File: config.mk
export PLATFORM = sky130hd
export DESIGN_NAME = ltmv_cfg
export DESIGN_NICKNAME = d
export VERILOG_FILES = /design/src/hw/rtl/lower_triangular_matvec_accumulate_macros.svh /design/src/hw/rtl/ltmv_pkg.sv /design/src/hw/rtl/ltmv_cfg.sv
export SDC_FILE = /design/constraint.sdc
export NUM_CORES = 1
export LEC_CHECK = 0
export BUFFER_PORTS_ARGS = -buffer_cell sky130_fd_sc_hd__buf_4
export CORE_UTILIZATION = 33
export DETAILED_ROUTE_END_ITERATION = 6
export PLACE_DENSITY = 0.9
export RECOVER_POWER = 25
export SKIP_LAST_GASP = 1
export SYNTH_ARGS = -nofsm -noshare
export SYNTH_HDL_FRONTEND = slang
export SYNTH_SLANG_ARGS = --single-unit
File: constraint.sdc
create_clock -name clk -period 2.4 [get_ports clk]
set_input_delay 0.24 -clock clk [delete_from_list [all_inputs] [get_ports clk]]
set_output_delay 0.24 -clock clk [all_outputs]
set_load 0.02 [all_outputs]
File: src/hw/rtl/lower_triangular_matvec_accumulate_macros.svh
// Assertion macros for the lower-triangular matrix-vector block.
// Included by the RTL files that carry concurrent checks; no other dependencies.
`ifndef LOWER_TRIANGULAR_MATVEC_ACCUMULATE_MACROS_SVH
`define LOWER_TRIANGULAR_MATVEC_ACCUMULATE_MACROS_SVH

`ifndef ASSERT_OFF

// Check that a property holds on every clock edge outside reset.
`define LTMV_ASSERT(lbl, clk, rstn, prop, msg) \
    lbl: assert property (@(posedge clk) disable iff (!rstn) (prop)) else $error(msg);

// Check that a condition implies an expression in the next cycle.
`define LTMV_ASSERT_NEXT(lbl, clk, rstn, cond, expr, msg) \
    lbl: assert property (@(posedge clk) disable iff (!rstn) (cond) |=> (expr)) \
        else $error(msg);

`else

`define LTMV_ASSERT(lbl, clk, rstn, prop, msg)
`define LTMV_ASSERT_NEXT(lbl, clk, rstn, cond, expr, msg)

`endif

`endif

File: src/hw/rtl/ltmv_pkg.sv
// Shared types and constants for the lower-triangular matrix-vector block.
// No dependencies; compiled first.
package ltmv_pkg;

    localparam int MAX_DIM_DEF = 64;

    localparam int DIM_W    = 7;
    localparam logic [DIM_W-1:0] DIM_RESET = 7'd64;

    localparam int ACT_W    = 2;
    localparam int ROW_W    = 6;
    localparam int INDEX_W  = 6;
    localparam int COEF_W   = 24;
    localparam int SAMPLE_W = 16;
    localparam int PROD_W   = COEF_W + SAMPLE_W;
    localparam int FRAC_W   = 12;
    localparam int Z_W      = 32;
    localparam int SUM_W    = 48;
    localparam int VEC_W    = SUM_W + SAMPLE_W;

    localparam int PADDR_W  = 3;
    localparam int PDATA_W  = 32;
    localparam int REG_SEL_W = PADDR_W - 2;
    localparam logic [REG_SEL_W-1:0] REG_DIM = 1'b0;

    typedef enum logic [ACT_W-1:0] {
        ACT_WRITE  = 2'd0,
        ACT_SAMPLE = 2'd1,
        ACT_CLEAR  = 2'd2
    } action_t;

    typedef enum logic [2:0] {
        ST_IDLE,
        ST_MAC,
        ST_FLUSH1,
        ST_FLUSH2,
        ST_ZSAT,
        ST_SUM
    } state_t;

    typedef struct packed {
        logic clr;
        logic mul_v;
    } mac_ctrl_t;

endpackage

File: src/hw/rtl/ltmv_cfg.sv
// APB-style register port holding the vector length, and its clamped form.
// Depends on ltmv_pkg.
module ltmv_cfg #(
    parameter int MAX_DIM = ltmv_pkg::MAX_DIM_DEF
) (
    input  logic                              clk,
    input  logic                              rst_n,
    input  logic                              psel,
    input  logic                              penable,
    input  logic                              pwrite,
    input  logic [ltmv_pkg::PADDR_W-1:0]      paddr,
    input  logic [ltmv_pkg::PDATA_W-1:0]      pwdata,
    output logic [ltmv_pkg::PDATA_W-1:0]      prdata,
    output logic                              pready,
    output logic [$clog2(MAX_DIM+1)-1:0]      dim_eff
);
    import ltmv_pkg::*;

    localparam int N_W = $clog2(MAX_DIM + 1);

    logic [DIM_W-1:0] dim_reg;
    logic             dim_sel;
    logic             dim_we;

    assign pready  = 1'b1;
    assign dim_sel = (paddr[PADDR_W-1:2] == REG_DIM);
    assign dim_we  = psel && penable && pwrite && pready && dim_sel;
    assign prdata  = dim_sel ? PDATA_W'(dim_reg) : '0;

    always_ff @(posedge clk or negedge rst_n)
    begin
        if (!rst_n)
        begin
            dim_reg <= DIM_RESET;
        end
        else if (dim_we)
        begin
            dim_reg <= pwdata[DIM_W-1:0];
        end
    end

    // zero acts as one, anything past the array size as the array size
    always_comb
    begin
        if (dim_reg == '0)
        begin
            dim_eff = N_W'(1);
        end
        else if (32'(dim_reg) > MAX_DIM)
        begin
            dim_eff = N_W'(MAX_DIM);
        end
        else
        begin
            dim_eff = N_W'(dim_reg);
        end
    end

endmodule

==> summary.md, run 1 <==
| Metric | Value |
|---|---|
| Most common library cell in the layout ignoring fill and taps | conb_1 |
| Register area share after synthesis | 0.2907 |
| Share of layout cells above drive strength 1 | 0.5172 |
| Total negative slack | 0 ps |
| Max reg flops | 7 |
| CTS tree | built |
| Overall die area | 2014 µm² |
| Die outline width | 44.88 µm |
| Residual DRC count | 0 |
| RR Startpoint | dim_reg[6] |
| Most frequent cells in the layout | 26 x conb_1, 25 x buf_4, 7 x and2b_2, 7 x mux2_2, 6 x dfrtp_1 |
| Max Freq | 0.5966 GHz |
| CTS H-tree depth | 1 |
| Critical Path AT | 1440 ps |
| Drt pass-1 iters | 2 |
| Cell area after placement | 724.4 µm² |
| Die H | 44.88 µm |
| Core region area | 1727 µm² |
| Port bufs | 26 |
| WL/cell | 8.884 µm |
| Worst path required time | 2160 ps |
| HPWL Detailed | 891.7 µm |
| Vias in the first global route | 366 |
| Antenna violations before repair | 0 |
| Routability congestion estimate | 0.7137 |
| R2r setup slk | 1560 ps |
| Routed Antenna Nets | 0 |
| Depth of the most critical reg-to-reg path | 1 |
| Final Setup Violations | 0 |
| Clock latency on the worst-skew pair | 250 ps |
| Critical path class | reg -> out |
| Startpoint Class | flop |
| CP Max Fanout | 4 |
| Syn Inst Count | 59 |
| Yosys warning count | 0 |
| First-pass GRT wire length | 1469 µm |
| Leak Pwr | 0.4165 nW |
| Max VDD drop | 0.0002380 V |
| Power density over the cells | 699.7 nW/µm² |
| Synth area leader | buf_4 |
| Final Hold Fails | 0 |
| Antenna diodes | 0 |
| Inserted Clock Buffers | 3 |
| Initial Utilization | 0.3514 |
| Global-route usage over all layers | 0.1127 |
| Flops & latches, synth | 7 |
| HP Start | pwdata[0] |
| Synthesis-to-layout area growth | 24.74% |
| Worst-path clk slew | 50 ps |
| Vias/cell | 3.705 |
| Avg Inst Size Synth | 10.29 µm² |
| Hold depth | 2 |
| Final WL | 995 µm |
| RSZ-0062 raised after global routing | false |
| Num rows | 15 |
| Min cycle time layout | 1676 ps |
| CTS Root Cell | clkbuf_4 |
| Synth cell types | 12 |
| Final slew viol count | 0 |
| Hold EP | dim_reg[0] |
| DR vias | 415 |
| RR Endpoint | dim_reg[6] |
| Max Cap Violations | 0 |
| Max clock buf depth | 2 |
| Top cell type's share of synthesized area | 0.3216 |
| CP Capture Type | primary output |
| CTS Sinks | 7 |
| Largest net degree at the start of global routing | 11 |
| Status | complete, no violations |
| Synth top area cells | buf_4 32%, dfrtp_1 25%, mux2_2 13%, and2b_2 10%, nor2b_1 5.2% |
| Overflow after GRT | 0 |
| Final period utilization | 0.6985 |
| Drt initial violations | 1 |
| Io pins | 80 |
| Final net count | 128 |
| Final instance area | 757.0 µm² |
| Worst hold path type | in -> reg |
| Post-Syn Area | 606.8 µm² |
| Skew final | 0 ps |
| Post-CTS Resized | 0 |
-- report_power, final --
group | leakage [nW] | switching, mW | internal [mW] | total, mW
Combinational | 0.319 | 0.134 | 0.113 | 0.248
Clock | 0.0150 | 0.0416 | 0.0633 | 0.105
Sequential | 0.0825 | 0.0293 | 0.148 | 0.177
Total | 0.416 | 0.205 | 0.324 | 0.530
-- worst max path at each step --
stage | depth (start not counted) | startpoint | slack (ps) | end
floorplan | 2 | dim_reg[1] | 960 | dim_eff[0]
global route | 3 | dim_reg[1] | 670 | dim_eff[0]
CTS | 3 | dim_reg[1] | 700 | dim_eff[0]
global placement | 3 | dim_reg[1] | 1000 | dim_eff[0]
detailed placement | 3 | dim_reg[1] | 980 | dim_eff[0]
finish | 3 | dim_reg[1] | 720 | dim_eff[0]
-- metrics by stage --
stage / total power [mW] / setup WS (ps) / instances / utilization / hold slack, ps
2_1_floorplan: 0.3633 / 959.7 / 83 / - / -55.59
6_report: 0.5296 / 723.7 / 112 / 0.4384 / 222.4
3_3_place_gp: 0.4205 / 995.5 / 107 / 0.4196 / 50.61
5_1_grt: 0.5643 / 668.5 / 112 / 0.4384 / 220.3
3_5_place_dp: 0.4294 / 980.4 / 107 / 0.4196 / 52.35
4_1_cts: 0.5384 / 702.2 / 112 / 0.4406 / 217.6
-- cells in the mapped netlist --
cell      count
mux2_2        7
nand2b_1      1
dfstp_2       1
nor2b_1       5
buf_4        26
clkbuf_1      1
nand4b_4      1
conb_1        2
and2b_2       7
or3_1         1
o41ai_2       1
dfrtp_1       6
-- what timing repair did --
item	in CTS	in global routing
hold endpoints to repair	7	0
hold buffers	1	0
setup buffers	0	0
-- layout make-up --
class | instances | area [µm²]
fillers | 182 | 969.7
multi-input cells | 49 | 321.6
repair buffers | 27 | 201.4
flip-flops and latches | 7 | 176.4
well taps | 25 | 31.28
clock buffers | 4 | 26.28
-- critical path, cell delays in order (launching register included) --
cell and delay, ps:
dfrtp_1 400, or3_1 390, o41ai_2 210, buf_4 190
-- cells by family after synthesis --
kind of cell / Yosys count / share of synthesized area
buffers and inverters: 27 / 0.3278
muxes: 7 / 0.1299
AOI/OAI and AO/OA: 1 / 0.02681
and+or+nand+nor: 15 / 0.2124
DFF: 7 / 0.2907
other: 2 / 0.01238
-- layer usage --
layer	GRT usage	vias up	routed length, µm
li1	-	191	-
met1	0.09023	181	309
met2	0.2029	39	501
met3	0.05600	4	145
met4	0.09091	0	38
met5	0	-	0
Note: power is estimated with default switching activity, not from simulation.
==> run 2, diff against run 1 <==
--- a/config.mk
+++ b/config.mk
@@ -6,9 +6,9 @@
 export NUM_CORES = 1
 export LEC_CHECK = 0
 export BUFFER_PORTS_ARGS = -buffer_cell sky130_fd_sc_hd__buf_4
-export CORE_UTILIZATION = 33
+export CORE_UTILIZATION = 31
 export DETAILED_ROUTE_END_ITERATION = 6
-export PLACE_DENSITY = 0.9
+export PLACE_DENSITY = 0.86
 export RECOVER_POWER = 25
 export SKIP_LAST_GASP = 1
 export SYNTH_ARGS = -nofsm -noshare
==> constraint.sdc (replaced) <==
create_clock -name clk -period 1.64 [get_ports clk]
set_input_delay 0.164 -clock clk [delete_from_list [all_inputs] [get_ports clk]]
set_output_delay 0.164 -clock clk [all_outputs]
set_load 0.02 [all_outputs]
==> summary.md, run 2 (synthesis gave the netlist of run 1 again) <==
| Metric | Value |
|---|---|
| First-pass GRT wire length | 1490 µm |
| Worst Path Buf+Inv | 1 |
| Io pins | 80 |
| Hold EP | dim_reg[2] |
| Core region area | 1783 µm² |
| Routed Antenna Nets | 0 |
| RSZ-0062 raised after global routing | true |
| Most frequent cells in the layout | 26 x conb_1, 26 x buf_4, 7 x and2b_2, 7 x mux2_2, 6 x dfrtp_1 |
| Antenna diodes | 0 |
| CP startpoint | dim_reg[1] |
| Overflow after GRT | 0 |
| Die outline width | 46.25 µm |
| Worst path slowest cell | or3_1 |
| Worst-path clk slew | 50 ps |
| Inserted Clock Buffers | 3 |
| Max reg flops | 7 |
| CTS Sinks | 7 |
| Synthesis-to-layout area growth | 25.98% |
| CTS tree | built |
| Cell area after placement | 724.4 µm² |
| Largest net degree at the start of global routing | 11 |
| Worst hold path type | in -> reg |
| Fillers | 185 |
| Die H | 46.25 µm |
| Final instance area | 764.5 µm² |
| Max clock buf depth | 2 |
| RR Startpoint | dim_reg[1] |
| HP Start | pwdata[2] |
| Leak Pwr | 0.4214 nW |
| Post-layout instance count excluding filler cells | 113 |
| Critical path class | reg -> out |
| CP Max Fanout | 3 |
| CP Capture Type | primary output |
| Global-route usage over all layers | 0.1064 |
| Final WL | 990 µm |
| Drt pass-1 iters | 2 |
| Final Hold Fails | 0 |
| Share of layout cells above drive strength 1 | 0.5227 |
| Worst path cell trace | or3_1 > o41ai_2 > buf_4 |
| Overall die area | 2139 µm² |
| Max VDD drop | 0.0003329 V |
| Multi-input logic area | 321.6 µm² |
| Hold depth | 2 |
| Final slew viol count | 0 |
| Antenna violations before repair | 0 |
| Num rows | 15 |
| Port bufs | 26 |
| Top Family by Delay on Critical Path | simple AND/OR/NAND/NOR gates |
| Post-CTS Resized | 0 |
| Vias in the first global route | 339 |
| RR Endpoint | dim_reg[1] |
| Final setup margin | 46.27 ps |
| DP Cell Count | 107 |
| Reg area | 176.4 µm² |
| DR vias | 425 |
| Initial Utilization | 0.3404 |
| Skew final | 0 ps |
| Vias/cell | 3.761 |
| R2r setup slk | 740 ps |
| CTS Root Cell | clkbuf_4 |
| Power density over the cells | 1027 nW/µm² |
| Min cycle time layout | 1594 ps |
| Max Freq | 0.6275 GHz |
| Final net count | 129 |
| Worst path required time | 1480 ps |
| Drt initial violations | 2 |
| Startpoint Class | flop |
| Final Setup Violations | 0 |
| Max Cap Violations | 0 |
| Residual DRC count | 0 |
| Clock latency on the worst-skew pair | 250 ps |
| Largest stage delay on the critical path | 400 ps |
| Final period utilization | 0.9718 |
| Critical Path AT | 1430 ps |
| CTS H-tree depth | 1 |
| Critical path depth in cells | 3 |
| WL/cell | 8.761 µm |
| Depth of the most critical reg-to-reg path | 2 |
| Status | complete, no violations |
| Pre-CTS setup slack | 290.9 ps |
| Routability congestion estimate | 0.5681 |
| HPWL Detailed | 839.3 µm |
==> run 2: repair_timing <==
item / in CTS / in global routing
hold buffers: 1 / 0
hold endpoints to repair: 7 / 0
endpoints found under the setup margin: 0 / 1
setup buffers: 0 / 1
==> run 2: how the worst max path moves through the flow <==
stage | to | slack (ps)
3_3_place_gp | dim_eff[0] | 280
3_5_place_dp | dim_eff[0] | 290
4_1_cts | dim_eff[0] | 8
5_1_grt | dim_eff[0] | -10
6_report | dim_eff[0] | 50
2_1_floorplan | dim_eff[0] | 280
==> run 2: per-layer routing <==
| metal | vias to the layer above | share of wire | track usage |
|---|---|---|---|
| met5 | - | 0 | 0 |
| met4 | 0 | 0.019 | 0.08824 |
| met3 | 2 | 0.093 | 0.02353 |
| met2 | 37 | 0.52 | 0.1803 |
| met1 | 190 | 0.36 | 0.1106 |
| li1 | 196 | - | - |
==> run 2: final cells by class <==
type,instances,share of cell area
sequential,7,0.2308
multi-input combinational,49,0.4206
tap,25,0.04092
clock buffer,4,0.03437
timing repair buffer,28,0.2733
==> run 2: where the power goes <==
group | internal [mW] | total, mW | switching (mW)
clock network | 0.0929 | 0.157 | 0.0638
logic | 0.172 | 0.370 | 0.198
registers | 0.216 | 0.258 | 0.0421
total | 0.481 | 0.785 | 0.304
==> run 2: metrics by stage <==
stage	hold WS (ps)	power, mW	TNS (ps)	utilization
global route	137.8	0.8331	-9.674	0.4288
detailed placement	-19.55	0.6255	0	0.4063
floorplan	-131.6	0.5316	0	-
global placement	-23.65	0.6166	0	0.4063
CTS	132.4	0.7897	0	0.4267
finish	142.2	0.7849	0	0.4288
